$ cat config.mk
export PLATFORM = sky130hd
export DESIGN_NAME = bfe_queue
export DESIGN_NICKNAME = d
export VERILOG_FILES = /design/src/design/bfe_pkg.sv /design/src/design/bfe_queue.sv
export SDC_FILE = /design/constraint.sdc
export NUM_CORES = 1
export LEC_CHECK = 0
export ABC_AREA = 1
export BUFFER_PORTS_ARGS = -buffer_cell sky130_fd_sc_hd__buf_4
export CAP_MARGIN = 20
export CORE_MARGIN = 10
export CORE_UTILIZATION = 40
export CTS_BUF_LIST = sky130_fd_sc_hd__clkbuf_2
export DETAILED_ROUTE_END_ITERATION = 16
export PLACE_DENSITY_LB_ADDON = 0.12
export SLEW_MARGIN = 20
export SYNTH_ARGS = -nofsm -noshare
export SYNTH_HDL_FRONTEND = slang
export SYNTH_SLANG_ARGS = --single-unit
$ cat constraint.sdc
create_clock -name clock -period 4.4 [get_ports clock]
set_input_delay 0.22 -clock clock [delete_from_list [all_inputs] [get_ports clock]]
set_output_delay 0.22 -clock clock [all_outputs]
set_load 0.01 [all_outputs]
$ cat src/design/bfe_pkg.sv
`timescale 1ns / 1ps
// Shared types, constants and saturation helpers for the bird fractal escape-time unit.
// Used by every module of the block; depends on nothing.
package bfe_pkg;

   localparam int FRAC_BITS   = 28;
   localparam int COORD_BITS  = 12;
   localparam int WORD_W      = 32;
   localparam int WIDE_W      = 66;
   localparam int IDX_W       = 12;
   localparam int STEP_W      = 31;
   localparam int ITER_W      = 12;
   localparam int PROD_W      = COORD_BITS + STEP_W;
   localparam int MUL_W       = 2 * WORD_W;
   localparam int CSR_IDX_W   = 3;
   localparam int QUEUE_DEPTH = 2;
   localparam int PTR_W       = $clog2(QUEUE_DEPTH);
   localparam int QCNT_W      = $clog2(QUEUE_DEPTH + 1);

   localparam logic [CSR_IDX_W-1:0] REG_RE_ORIGIN    = 3'd0;
   localparam logic [CSR_IDX_W-1:0] REG_RE_STEP      = 3'd1;
   localparam logic [CSR_IDX_W-1:0] REG_IM_ORIGIN    = 3'd2;
   localparam logic [CSR_IDX_W-1:0] REG_IM_STEP      = 3'd3;
   localparam logic [CSR_IDX_W-1:0] REG_MAX_ITER     = 3'd4;
   localparam logic [CSR_IDX_W-1:0] REG_ESCAPE_LIMIT = 3'd5;

   typedef logic signed [WORD_W-1:0] word_type;
   typedef logic [WORD_W-2:0] mag_type;

   typedef struct packed {
      word_type c_re;
      word_type c_im;
   } coord_type;

   // Clamps a wide signed value to the signed word range.
   function automatic word_type sat_word(input logic signed [WIDE_W-1:0] v);
      logic [WIDE_W-WORD_W:0] top;
      top = v[WIDE_W-1:WORD_W-1];
      if (top == '0 || top == '1) begin
         sat_word = v[WORD_W-1:0];
      end else if (v[WIDE_W-1]) begin
         sat_word = {1'b1, {(WORD_W-1){1'b0}}};
      end else begin
         sat_word = {1'b0, {(WORD_W-1){1'b1}}};
      end
   endfunction

   // Absolute value; the most negative word maps to the largest word.
   function automatic mag_type abs_sat(input word_type x);
      word_type neg;
      neg = -x;
      if (!x[WORD_W-1]) begin
         abs_sat = x[WORD_W-2:0];
      end else if (x == {1'b1, {(WORD_W-1){1'b0}}}) begin
         abs_sat = '1;
      end else begin
         abs_sat = neg[WORD_W-2:0];
      end
   endfunction

endpackage

$ cat src/design/bfe_queue.sv
`timescale 1ns / 1ps
// Short queue of mapped points between the front end and the iteration engine.
// Uses bfe_pkg for the entry type and depth.
module bfe_queue (
   input  logic                          clock,
   input  logic                          reset,
   input  logic                          push,
   input  bfe_pkg::coord_type            push_data,
   input  logic                          pop,
   output bfe_pkg::coord_type            pop_data,
   output logic [bfe_pkg::QCNT_W-1:0]    count
);

   bfe_pkg::coord_type             mem_ff [bfe_pkg::QUEUE_DEPTH];
   logic [bfe_pkg::PTR_W-1:0]      wr_ptr_ff, wr_ptr_in;
   logic [bfe_pkg::PTR_W-1:0]      rd_ptr_ff, rd_ptr_in;
   logic [bfe_pkg::QCNT_W-1:0]     count_ff, count_in;

   function automatic logic [bfe_pkg::PTR_W-1:0] next_ptr(input logic [bfe_pkg::PTR_W-1:0] p);
      if (p == bfe_pkg::PTR_W'(bfe_pkg::QUEUE_DEPTH - 1)) begin
         next_ptr = '0;
      end else begin
         next_ptr = p + 1'b1;
      end
   endfunction

   always_comb begin
      wr_ptr_in = push ? next_ptr(wr_ptr_ff) : wr_ptr_ff;
      rd_ptr_in = pop  ? next_ptr(rd_ptr_ff) : rd_ptr_ff;
      count_in  = count_ff;
      if (push && !pop) begin
         count_in = count_ff + 1'b1;
      end else if (pop && !push) begin
         count_in = count_ff - 1'b1;
      end
   end

   always_ff @(posedge clock) begin
      if (reset) begin
         wr_ptr_ff <= '0;
         rd_ptr_ff <= '0;
         count_ff  <= '0;
      end else begin
         wr_ptr_ff <= wr_ptr_in;
         rd_ptr_ff <= rd_ptr_in;
         count_ff  <= count_in;
      end
      if (push) begin
         mem_ff[wr_ptr_ff] <= push_data;
      end
   end

   assign pop_data = mem_ff[rd_ptr_ff];
   assign count    = count_ff;

endmodule

# After elaboration in Yosys (flattened, before gate mapping)
# Memory sizes are Yosys's and may differ from the RTL's. A register that Yosys moved wholly into a read port is not among the register bits.
# Cells that the tools add are included.
[classes]
n_addsub = 4
mux = 8
n_reduce_logical = 5
[ops]
columns = ["cell", "n"]
rows = [
  ["two-way mux 1 bit", 6],
  ["two-way mux 2 bit", 2],
  ["adder 1 bit (second input constant)", 2],
  ["adder 2 x 1 -> 2 bit (second input constant)", 1],
  ["logical AND 1 bit", 2],
  ["zero test 1 bit", 2],
  ["nonzero test 2 bit", 1],
  ["subtractor 2 x 1 -> 2 bit (second input constant)", 1],
]
[totals]
reg_bits = 4
ram_bits = 128
word_cells = 21
n_memories = 1
[memory_table]
columns = ["name", "depth", "word_bits", "rd", "rd_clocked_by_memory_dff", "wr", "line_no", "rtl"]
rows = [
  ["mem_ff", 2, 64, 1, 1, 1, "bfe_queue.sv:14", "bfe_pkg::coord_type mem_ff [bfe_pkg::QUEUE_DEPTH];"],
]

# Longest topological paths before layout
[logic_depth]
word_depth = 4
ltp_mapped = 8
mapped_depth_nobuf = 8

# Worst setup path after synthesis
# Ideal clock, no wire load.
[synth_path]
kind = "flip-flop to flip-flop"
from = "reg wr_ptr_ff"
to = "mem mem_ff[0][0] (netlist bit) (enable)"
t_arrival_ns = 2.995
slack_ns = 0.918
path_stages_with_launch = 2
path_buffers = 0
period_less_slack_ns = 3.482
path_cell_list = "dfxtp_1 nor2_1"
[synth_rtl]
columns = ["item", "line_no", "rtl"]
rows = [
  ["start, declared", "bfe_queue.sv:15", "logic [bfe_pkg::PTR_W-1:0] wr_ptr_ff, wr_ptr_in;"],
  ["start signal, assigned", "bfe_queue.sv:44", "wr_ptr_ff <= wr_ptr_in;"],
  ["end, declared", "bfe_queue.sv:14", ""],
]
# No word-level cell before the write port.

==> impl_metrics.ini <==
[logic_synthesis]
yosys.area.top_type_share = 0.748
synth.area.top_cells = edfxtp_1 75%, mux2_4 18%, buf_12 2.3%, dfxtp_1 1.9%, mux2_2 0.88%
synth_cells = 230
async_flop_share = 0
yosysSeqAreaShare = 0.767
syn_area_per_cell_um2 = 22.3
synth-edff-count = 128
ys_warn_count = 0
yosysUniqueCellTypes = 16
synth_nets = 299
synth_top_area_cell = edfxtp_1
ys.flop_type = edfxtp_1
synthesis.area_um2 = 5140
synth-seq-cells = 133

[clock_network]
clkTransAtPathRegs_ns = 0.17
h-tree-depth = 4
cts_tree = done
cts_buffers = 17
post_cts_buffers = 0
ctsLongestPathBuffers = 2
clock_sinks = 133
cts_resized = 0
cts_hold_buf = 68
clkLatencyLatePin_ns = 0.65
cts_root_buf = clkbuf_2

[setup_path]
crit_type = flip-flop to primary output
startpoint_type = flip-flop
cp.required_ns = 4.18
cp.arrival_ns = 2.58
end_kind = primary output
cp_max_fo = 51

[layout]
drive_gt1_frac = 0.496
layout_commonest_cell = buf_4
syn_to_final_growth_pct = 37.9
final_cell_mix = 136 x buf_4, 128 x edfxtp_1, 68 x dlygate4sd3_1, 60 x mux2_4, 21 x clkbuf_2
fin_nets = 515

[route]
dr.pass1.iters = 4
antenna_left = 0
vias = 2712
drc = 0
vias_per_cell = 4.30
dr.first_iter.drc_count = 152
wl_per_cell_um = 16.0
wirelength_um = 10100

[pwr]
pwr-share-comb = 0.167
powerDensity_nw_per_um2 = 343
p_switching_mw = 0.575
power_frac_clock = 0.214
p_seq_frac = 0.619
power.internal_mw = 1.86
swShare = 0.237
vdd_drop_max_mv = 0.191
p_leak_nw = 2.84

[place]
pre_cts_ws_ns = 2.25
portBuffers = 133
place_congestion = 0.681
post-dp-hpwl_um = 6560

[global_route]
grt_pass1_wl_um = 15700
grtUsageTotal = 0.115
antenna_found_initial = 1
grt_pass1_vias = 3028
grt_overflow = 0
grt_max_degree = 52

[timing]
finClkSkew_ns = 0.0146
worst_pin_slew_ns = 0.945
slew_violations = 0
max-slew-margin-rel = 0.370
setup_ws_ns = 1.60
fin_setup_tns_ns = 0
setup_viol = 0
fmax_mhz = 358
finalCriticalPeriod_ns = 2.80
hold_violations = 0
grt_setup_unrepaired = no
period_share = 0.635

[floorplan]
num_io_pins = 134
initial_core_util = 0.407
fp.dieArea_um2 = 17800
rows = 41
design.core.area_um2 = 12600
fp.dieH_um = 133
die_w_um = 133

[status]
outcome = complete, no violations

[job]
cap_violations = 0

[min_path]
hp-class = input port to flip-flop
state kept, by name, summed over array words and instances (netlist names), named ones only:
name / flops
rd_ptr_ff: 1
count: 2
mem_ff: 128
wr_ptr_ff: 1
worst paths after layout:
check | cells past startpoint | startpoint | slack [ns] | endpoint
worst max register to register | 3 | wr_ptr_ff | 2.40 | mem_ff[1][56]
worst min register to register | 2 | count[0] | 0.54 | count[0]
worst max-delay path | 3 | flip-flop | 1.60 | pop_data[0]
worst min-delay path | 2 | push_data[12] | 0.28 | mem_ff[1][12]
cell usage after synthesis, drive strengths merged, types with 5 or more instances:
cell	n
edfxtp	128
mux2	64
inv	9
buf	7
dfxtp	5
nand2	5
nor2	5
power groups by stage:
stage / combinational [mW] / sequential [mW] / clock, mW
final: 0.407 / 1.50 / 0.519
after CTS: 0.416 / 1.51 / 0.552
after detailed placement: 0.365 / 1.54 / 0
after global routing: 0.437 / 1.51 / 0.606
after floorplan: 0.225 / 1.51 / 0
after global placement: 0.362 / 1.53 / 0
stage by stage:
stage / hold WS (ns) / utilization / instances / power [mW] / area [um2]
after global routing: 0.179 / 0.561 / 631 / 2.56 / 7090
after floorplan: 0.292 / - / 230 / 1.73 / 5140
after global placement: 0.405 / 0.496 / 531 / 1.90 / 6260
final: 0.278 / 0.561 / 631 / 2.43 / 7090
after CTS: 0.172 / 0.561 / 630 / 2.47 / 7080
after detailed placement: 0.408 / 0.496 / 531 / 1.90 / 6260
worst max-delay path, stage by stage (launching register included):
cell,delay [ns]
dfxtp_4,1.02
buf_4,0.41
mux2_4,0.33
buf_4,0.14
metal layers:
layer  part of all wire  up-vias  track usage
li1                   -     1321            -
met1               0.41     1293        0.126
met2               0.50       87        0.188
met3              0.074       11       0.0526
met4              0.012        0       0.0544
met5                  0        -            0
kinds of logic (layout without fill, tap and decap cells):
kind of cell,count (synthesis),count (layout),share of synthesized area
other cells,0,1,0
flops,133,133,0.767
fa+ha+maj,1,1,0.00243
simple gates,13,13,0.0105
compound gates,2,2,0.00195
buf+inv,16,244,0.0321
xor+xnor,1,1,0.00170
mux,64,64,0.184
layout make-up:
cell class	count	area, um2
Multi-Input combinational cell	81	1040
Clock buffer	21	105
Fill cell	1024	5530
Tap cell	172	215
Timing Repair Buffer	204	1700
Inverter	9	33.8
Antenna cell	1	2.50
Clock inverter	10	41.3
Sequential cell	133	3950
Power figures use the tool's default switching activity.
