`src/design/bfe_pkg.sv`:
```
`timescale 1ns / 1ps
// Shared types, constants and saturation helpers for the bird fractal escape-time unit.
// Used by every module of the block; depends on nothing.
package bfe_pkg;

   localparam int FRAC_BITS   = 28;
   localparam int COORD_BITS  = 12;
   localparam int WORD_W      = 32;
   localparam int WIDE_W      = 66;
   localparam int IDX_W       = 12;
   localparam int STEP_W      = 31;
   localparam int ITER_W      = 12;
   localparam int PROD_W      = COORD_BITS + STEP_W;
   localparam int MUL_W       = 2 * WORD_W;
   localparam int CSR_IDX_W   = 3;
   localparam int QUEUE_DEPTH = 2;
   localparam int PTR_W       = $clog2(QUEUE_DEPTH);
   localparam int QCNT_W      = $clog2(QUEUE_DEPTH + 1);

   localparam logic [CSR_IDX_W-1:0] REG_RE_ORIGIN    = 3'd0;
   localparam logic [CSR_IDX_W-1:0] REG_RE_STEP      = 3'd1;
   localparam logic [CSR_IDX_W-1:0] REG_IM_ORIGIN    = 3'd2;
   localparam logic [CSR_IDX_W-1:0] REG_IM_STEP      = 3'd3;
   localparam logic [CSR_IDX_W-1:0] REG_MAX_ITER     = 3'd4;
   localparam logic [CSR_IDX_W-1:0] REG_ESCAPE_LIMIT = 3'd5;

   typedef logic signed [WORD_W-1:0] word_type;
   typedef logic [WORD_W-2:0] mag_type;

   typedef struct packed {
      word_type c_re;
      word_type c_im;
   } coord_type;

   // Clamps a wide signed value to the signed word range.
   function automatic word_type sat_word(input logic signed [WIDE_W-1:0] v);
      logic [WIDE_W-WORD_W:0] top;
      top = v[WIDE_W-1:WORD_W-1];
      if (top == '0 || top == '1) begin
         sat_word = v[WORD_W-1:0];
      end else if (v[WIDE_W-1]) begin
         sat_word = {1'b1, {(WORD_W-1){1'b0}}};
      end else begin
         sat_word = {1'b0, {(WORD_W-1){1'b1}}};
      end
   endfunction

   // Absolute value; the most negative word maps to the largest word.
   function automatic mag_type abs_sat(input word_type x);
      word_type neg;
      neg = -x;
      if (!x[WORD_W-1]) begin
         abs_sat = x[WORD_W-2:0];
      end else if (x == {1'b1, {(WORD_W-1){1'b0}}}) begin
         abs_sat = '1;
      end else begin
         abs_sat = neg[WORD_W-2:0];
      end
   endfunction

endpackage

```
`src/design/bfe_front.sv`:
```
`timescale 1ns / 1ps
// Front end: takes pixel indexes and maps them to the complex point c in two stages.
// Uses bfe_pkg; pushes finished points into bfe_queue.
module bfe_front (
   input  logic                          clock,
   input  logic                          reset,
   input  logic                          start,
   output logic                          busy,
   input  logic [bfe_pkg::IDX_W-1:0]     req_col,
   input  logic [bfe_pkg::IDX_W-1:0]     req_row,
   input  bfe_pkg::word_type             re_origin,
   input  logic [bfe_pkg::STEP_W-1:0]    re_step,
   input  bfe_pkg::word_type             im_origin,
   input  logic [bfe_pkg::STEP_W-1:0]    im_step,
   input  logic [bfe_pkg::QCNT_W-1:0]    q_count,
   output logic                          push,
   output bfe_pkg::coord_type            push_data
);

   logic                             p_valid_ff, p_valid_in;
   logic [bfe_pkg::PROD_W-1:0]       re_prod_ff, re_prod_in;
   logic [bfe_pkg::PROD_W-1:0]       im_prod_ff, im_prod_in;
   logic [bfe_pkg::QCNT_W:0]         pending;
   logic                             accept;
   logic signed [bfe_pkg::WIDE_W-1:0] re_sum, im_sum;

   assign pending = {1'b0, q_count} + {{bfe_pkg::QCNT_W{1'b0}}, p_valid_ff};
   assign busy    = pending >= (bfe_pkg::QCNT_W + 1)'(bfe_pkg::QUEUE_DEPTH);
   assign accept  = start && !busy;

   always_comb begin
      p_valid_in = accept;
      re_prod_in = bfe_pkg::PROD_W'(req_col[bfe_pkg::COORD_BITS-1:0])
                   * bfe_pkg::PROD_W'(re_step);
      im_prod_in = bfe_pkg::PROD_W'(req_row[bfe_pkg::COORD_BITS-1:0])
                   * bfe_pkg::PROD_W'(im_step);
   end

   always_ff @(posedge clock) begin
      if (reset) begin
         p_valid_ff <= 1'b0;
      end else begin
         p_valid_ff <= p_valid_in;
      end
      re_prod_ff <= re_prod_in;
      im_prod_ff <= im_prod_in;
   end

   always_comb begin
      re_sum = bfe_pkg::WIDE_W'(re_origin)
               + $signed({{(bfe_pkg::WIDE_W-bfe_pkg::PROD_W){1'b0}}, re_prod_ff});
      im_sum = bfe_pkg::WIDE_W'(im_origin)
               + $signed({{(bfe_pkg::WIDE_W-bfe_pkg::PROD_W){1'b0}}, im_prod_ff});
      push_data.c_re = bfe_pkg::sat_word(re_sum);
      push_data.c_im = bfe_pkg::sat_word(im_sum);
   end

   assign push = p_valid_ff;

endmodule

```
`config.mk`:
```
export PLATFORM = sky130hd
export DESIGN_NAME = bfe_front
export DESIGN_NICKNAME = d
export VERILOG_FILES = /design/src/design/bfe_pkg.sv /design/src/design/bfe_front.sv
export SDC_FILE = /design/constraint.sdc
export NUM_CORES = 2
export LEC_CHECK = 0
export CAP_MARGIN = 10
export CORE_MARGIN = 5
export CORE_UTILIZATION = 25
export CTS_BUF_LIST = sky130_fd_sc_hd__clkbuf_2
export DETAILED_ROUTE_END_ITERATION = 12
export DONT_BUFFER_PORTS = 1
export PLACE_DENSITY = 0.39
export RECOVER_POWER = 100
export SLEW_MARGIN = 20
export SYNTH_ARGS = -nofsm -noshare
export SYNTH_HDL_FRONTEND = slang
export SYNTH_SLANG_ARGS = --single-unit
export TNS_END_PERCENT = 1
```
`constraint.sdc`:
```
create_clock -name clock -period 10.45 [get_ports clock]
set_input_delay 1.5675 -clock clock [delete_from_list [all_inputs] [get_ports clock]]
set_output_delay 1.5675 -clock clock [all_outputs]
set_load 0.01 [all_outputs]
```
Word level (Yosys, flattened, before mapping). Index checks and enable logic that the tools add are counted.

$add $sub $neg: 3. $mul: 2. Order comparisons: 1. Eq/ne operators: 2. Multiplexer cells: 4. Reductions and logical operators: 6.

Operators with widths (number): 32-bit two-way mux (4); 32-bit by 44-bit adder with 45-bit output (2); 12-bit by 31-bit multiplier with 43-bit output (2); 35-bit == test, second input constant (2); 35-bit logical NOT (2); 2-bit by 1-bit adder with 3-bit output (1); 3-bit by 2-bit greater-or-equal comparator with 1-bit output, second input constant (1); 1-bit logical OR (2); 1-bit logical AND (1); 1-bit logical NOT (1).

Flip-flop bits (word level): 87. Bits of input ports: 155. Output and inout port bits: 66. Word-level logic and storage cells: 21.

Longest topological paths before layout.
Depth in word-level cells: 4. Depth in mapped cells: 24. Depth with buffers taken out: 23.

Worst setup path after synthesis. Ideal clock, no wire load.

Path kind: input to register. Start: input req_col[6] in the netlist's numbering. End: register re_prod_ff[39] in the netlist's numbering. Setup time: 59 ps. Arrival: 7069 ps. Data required time: 10391 ps. Path slack: 3323 ps. Stages on the path: 22. Buffers on the path: 1. Path through: clkbuf_1 -> nand2_1 -> fa_1 -> inv_1 -> fa_1 -> fa_1 -> fa_1 -> inv_1 -> fa_1 -> inv_1 -> ha_1 -> a21o_1 -> a21o_1 -> a21o_1 -> a211o_1 -> a211oi_1 -> nor3_1 -> o31ai_1 -> or3_1 -> a311oi_1 -> nor4b_1 -> a211o_1.

Word-level cells in the longest chain between the ends: 1.

RTL lines: start: declaration (line bfe_front.sv:9) `input logic [bfe_pkg::IDX_W-1:0] req_col,`; 12-bit by 31-bit multiplier with 43-bit output (line bfe_front.sv:34) `* bfe_pkg::PROD_W'(re_step);`; named net re_prod_in (one bit) (line bfe_front.sv:21) `logic [bfe_pkg::PROD_W-1:0] re_prod_ff, re_prod_in;`; end signal: assignment (line bfe_front.sv:45) `re_prod_ff <= re_prod_in;`; end: declaration (line bfe_front.sv:21).

The timed path passes the listed nets, and every way through them passes these cells. A chain may end at the register's enable or synchronous reset.

==> results.env <==
YS.WARNINGS.COUNT=0
DETAILEDROUTE.FIRSTITERATIONVIOLATIONS=1168
RSZ0062_AT_GRT='no'
CLOCK_SINKS=87
FINAL.FILL_COUNT=13500
DR.PASS1.ITERS=5
CP.BUFFERS_INVERTERS=0
H-TREE-DEPTH=3
FINALWIRELENGTH_UM=95400
FINAL.SETUP.WORST_SLACK_PS=2770
FIN_CRIT_SH_PCT=73.5
WORST_CLOCK_SKEW_PS=0
PRECTSSETUPSLACK_PS=3030
DRIVE_GT1_SHARE_PCT=1.59
INITIAL_UTILIZATION_PCT=25.2
POST_SYNTH_NUM_CELL_TYPES=95
FINALHOLDVIOLCOUNT=0
ROWS=128
MAX_SLEW.WORST_PIN.SLEW_PS=1490
LAYOUT-AREA-OVERHEAD-VS-SYNTH_PCT=4.22
SYNTH_AREA_LEADERS='fa_1 (38%), ha_1 (10%), inv_1 (8.3%)'
PATH_CLASS='input port to output port'
POST-CTS-SETUP-BUFFER-COUNT=0
ANTENNA_VIOLATIONS_BEFORE_REPAIR=10
SYNTH-ASYNC-RESET-RATIO_PCT=0
DPL.HPWL_UM=78700
SYNTH_ENABLE_FLOP_CELLS=0
CP-END-KIND='output port'
TRITONCTS='built'
CTS_RESIZED=0
REPORT.FINAL.SETUP_VIOL=0
STATUS='complete, no violations'
CRITICAL_PATH.STARTPOINT_TYPE='input port'
CPMOSTUSEDCELL='o21ai_0'
DETAILROUTE.VIA_COUNT=23700
NNETSFINAL=4515
SYNTH.AVG_CELL_AREA_UM2=8.28
FINALPOWER_W=0.0114
GLOBAL_ROUTE_WIRE_LENGTH_BEFORE_REPAIR_UM=151000
TIMING.CRITICAL_PATH.FANOUT_MAX=31
HOLD_PATH_CLASS='register to register'
CP_TOP_FAMILY='compound AO/OA/AOI/OAI gates'
DIE_HEIGHT_UM=360
POST-SYNTH-TOP-AREA-FRACTION_PCT=38.0
CTS_MADE_BUFFERS=9
TIMING.CRITICAL_PATH.SLOWEST_CELL_DELAY_PS=750
WORSTPATHCELLLIST='ha_1, a21oi_1, o21ai_0, o21ai_0, o2111ai_1, and2_0, a211o_1, nand4b_1, nor4_1, and3_1, a31o_1, o21ai_0'
DPL-INSTANCE-AREA_UM2=31900
P_LEAK_nW=15.4
DIE_AREA_UM2=130000
CRIT_SLOWEST_CELL='a31o_1'
MAXSLEWVIOLCOUNT=0
PORT_BUFFERS=0
GRT_OVERFLOW=0
WORSTSKEWPAIRLATENCY_PS=750
MAPPEDNETLISTAREA_UM2=30600
NUMBER_OF_REMAINING_DRC_ERRORS=0
AVGROUTEDWIREPERCELL_UM=18.5
SYNTHCELLS=3698
SYNTH-MAIN-FF-CELL='dfxtp_1'
MAX_CAP_VIOL_COUNT=0
WORST-R2R-SETUP-SLACK_PS=9530
FINALCOREUTILIZATION_PCT=26.2
ANT_NETS=0
CTS_ROOT_BUFFER='clkbuf_2'
BOUNDARYPINS=221
CP.REQUIRED_PS=8880
DIE_W_UM=360
SLEW_HEADROOM_PCT=0.774
ROUTABILITYCONGESTION=0.827
POWER.DENSITY_CELL_AREA_nW_PER_UM2=356
YOSYS_REGISTER_BITS=87
CTSLONGESTPATHBUFFERS=2
CTS_HOLD_BUFFERS_ADDED=0
VIA_PER_INST=4.60
TIMING.FINAL.CRIT_PERIOD_PS=7680
LARGEST_NET_DEGREE_AT_THE_START_OF_GLOBAL_ROUTING=32
SYNTH_AREA_LEADER='fa_1'
SYNTH_FP_NETS=4685
CRITPATHARRIVALTIME_PS=6110
GR-USAGE-ALL-LAYERS_PCT=14.6
MULTI_INPUT_COMB_AREA_UM2=25500
VDD_DROP_MAX_uV=219
FINAL_DESIGN_AREA_NO_FILL_UM2=31900
CORE_REGION_AREA_UM2=122000
FIRST_GLOBAL_VIAS=25300
FINALSETUPTNS_PS=0
SYNTH_SEQ_AREA_SHARE_PCT=5.69
PATH_CLK_SLEW_PS=370
FMAX_MHz=130
SEQ_AREA_UM2=1740
synthesized netlist by cell type (10+ instances only):
cell type  count
nand4_1       23
o21ai_1       23
a31oi_1       11
o21bai_1      27
nor3_1        33
o21a_1        23
nand3_1       31
inv_1        680
buf_2         21
nand2b_1      22
o21ai_0       82
nor2_1       102
fa_1         582
and3_1        23
a21o_1        75
dfxtp_1       87
a211oi_1      17
o211ai_1      17
and2_1       234
clkbuf_1     158
xor2_1        51
nor4_1        12
ha_1         250
a21oi_1      173
xnor2_1       87
a21oi_2       29
nand2_1      634
or2_2         10
or3_1         15
nor2b_1       17
through the flow:
stage	hold slack [ps]	instances
2_1_floorplan	645	3698
3_3_place_gp	862	5142
3_5_place_dp	870	5142
4_1_cts	653	5158
5_1_grt	661	5161
6_report	816	5164
flip-flops by register name, indices dropped and copies added (netlist names):
| register | count |
|---|---|
| re_prod_ff | 43 |
| im_prod_ff | 43 |
| push | 1 |
power breakdown:
part	switching, W	internal, W
clock	0.000134	0.0000341
combinational	0.00622	0.00425
sequential	0.000102	0.000633
total	0.00646	0.00492
tightest hold or removal path: cells and delay by family, from the launching register on:
| family | cells | cell delay (ps) |
|---|---|---|
| AO/OA/AOI/OAI | 1 | 230 |
| flip-flops | 1 | 550 |
| AND/OR/NAND/NOR | 1 | 60 |
layout by cell type, fill, tap and decap left out, types with 22 or more instances in the layout:
cell      synthesis  layout
a21o_1           75      75
a21oi_1         173     202
and2_1          234     223
and3_1           23      23
dfxtp_1          87      87
fa_1            582     582
ha_1            250     250
inv_1           680     680
nand2_1         634     634
nand2b_1         22      22
nand3_1          31      31
nand4_1          23      23
nor2_1          102     102
nor3_1           33      33
o21a_1           23      23
o21ai_0          82      97
o21bai_1         27      27
xnor2_1          87      87
xor2_1           51      51
area by class of cell:
type / instances / share of cell area (%)
Clock inverter: 7 / 0.172
Sequential cell: 87 / 5.46
Multi-Input combinational cell: 2746 / 79.7
Timing Repair Buffer: 2 / 0.0470
Clock buffer: 9 / 0.141
Inverter: 682 / 8.02
Antenna cell: 6 / 0.0470
Tap cell: 1625 / 6.37
per-layer routing:
metal	global-route usage (%)	vias to the layer above	wire length (µm)
li1	-	11200	-
met1	20.4	12000	45400
met2	24.0	440	43700
met3	2.60	75	4690
met4	2.77	10	1620
met5	0	-	65
logic make-up after synthesis:
kind of cell / synth area share, %
XOR/XNOR: 3.95
buffers and inverters: 10.8
adder cells (fa/ha/maj): 48.3
flip-flops: 5.69
multiplexers: 0.233
AO/OA/AOI/OAI: 12.4
AND/OR/NAND/NOR: 18.7
worst paths after layout:
| kind | from | to | cells after the start |
|---|---|---|---|
| worst max register to register | push$_SDFF_PP0_ | push$_SDFF_PP0_ | 2 |
| worst max-delay path | im_origin[19] | push_data[26] | 12 |
| worst min register to register | push$_SDFF_PP0_ | push$_SDFF_PP0_ | 2 |
| worst min-delay path | push$_SDFF_PP0_ | push$_SDFF_PP0_ | 2 |
(Power assumes the default switching activity.)
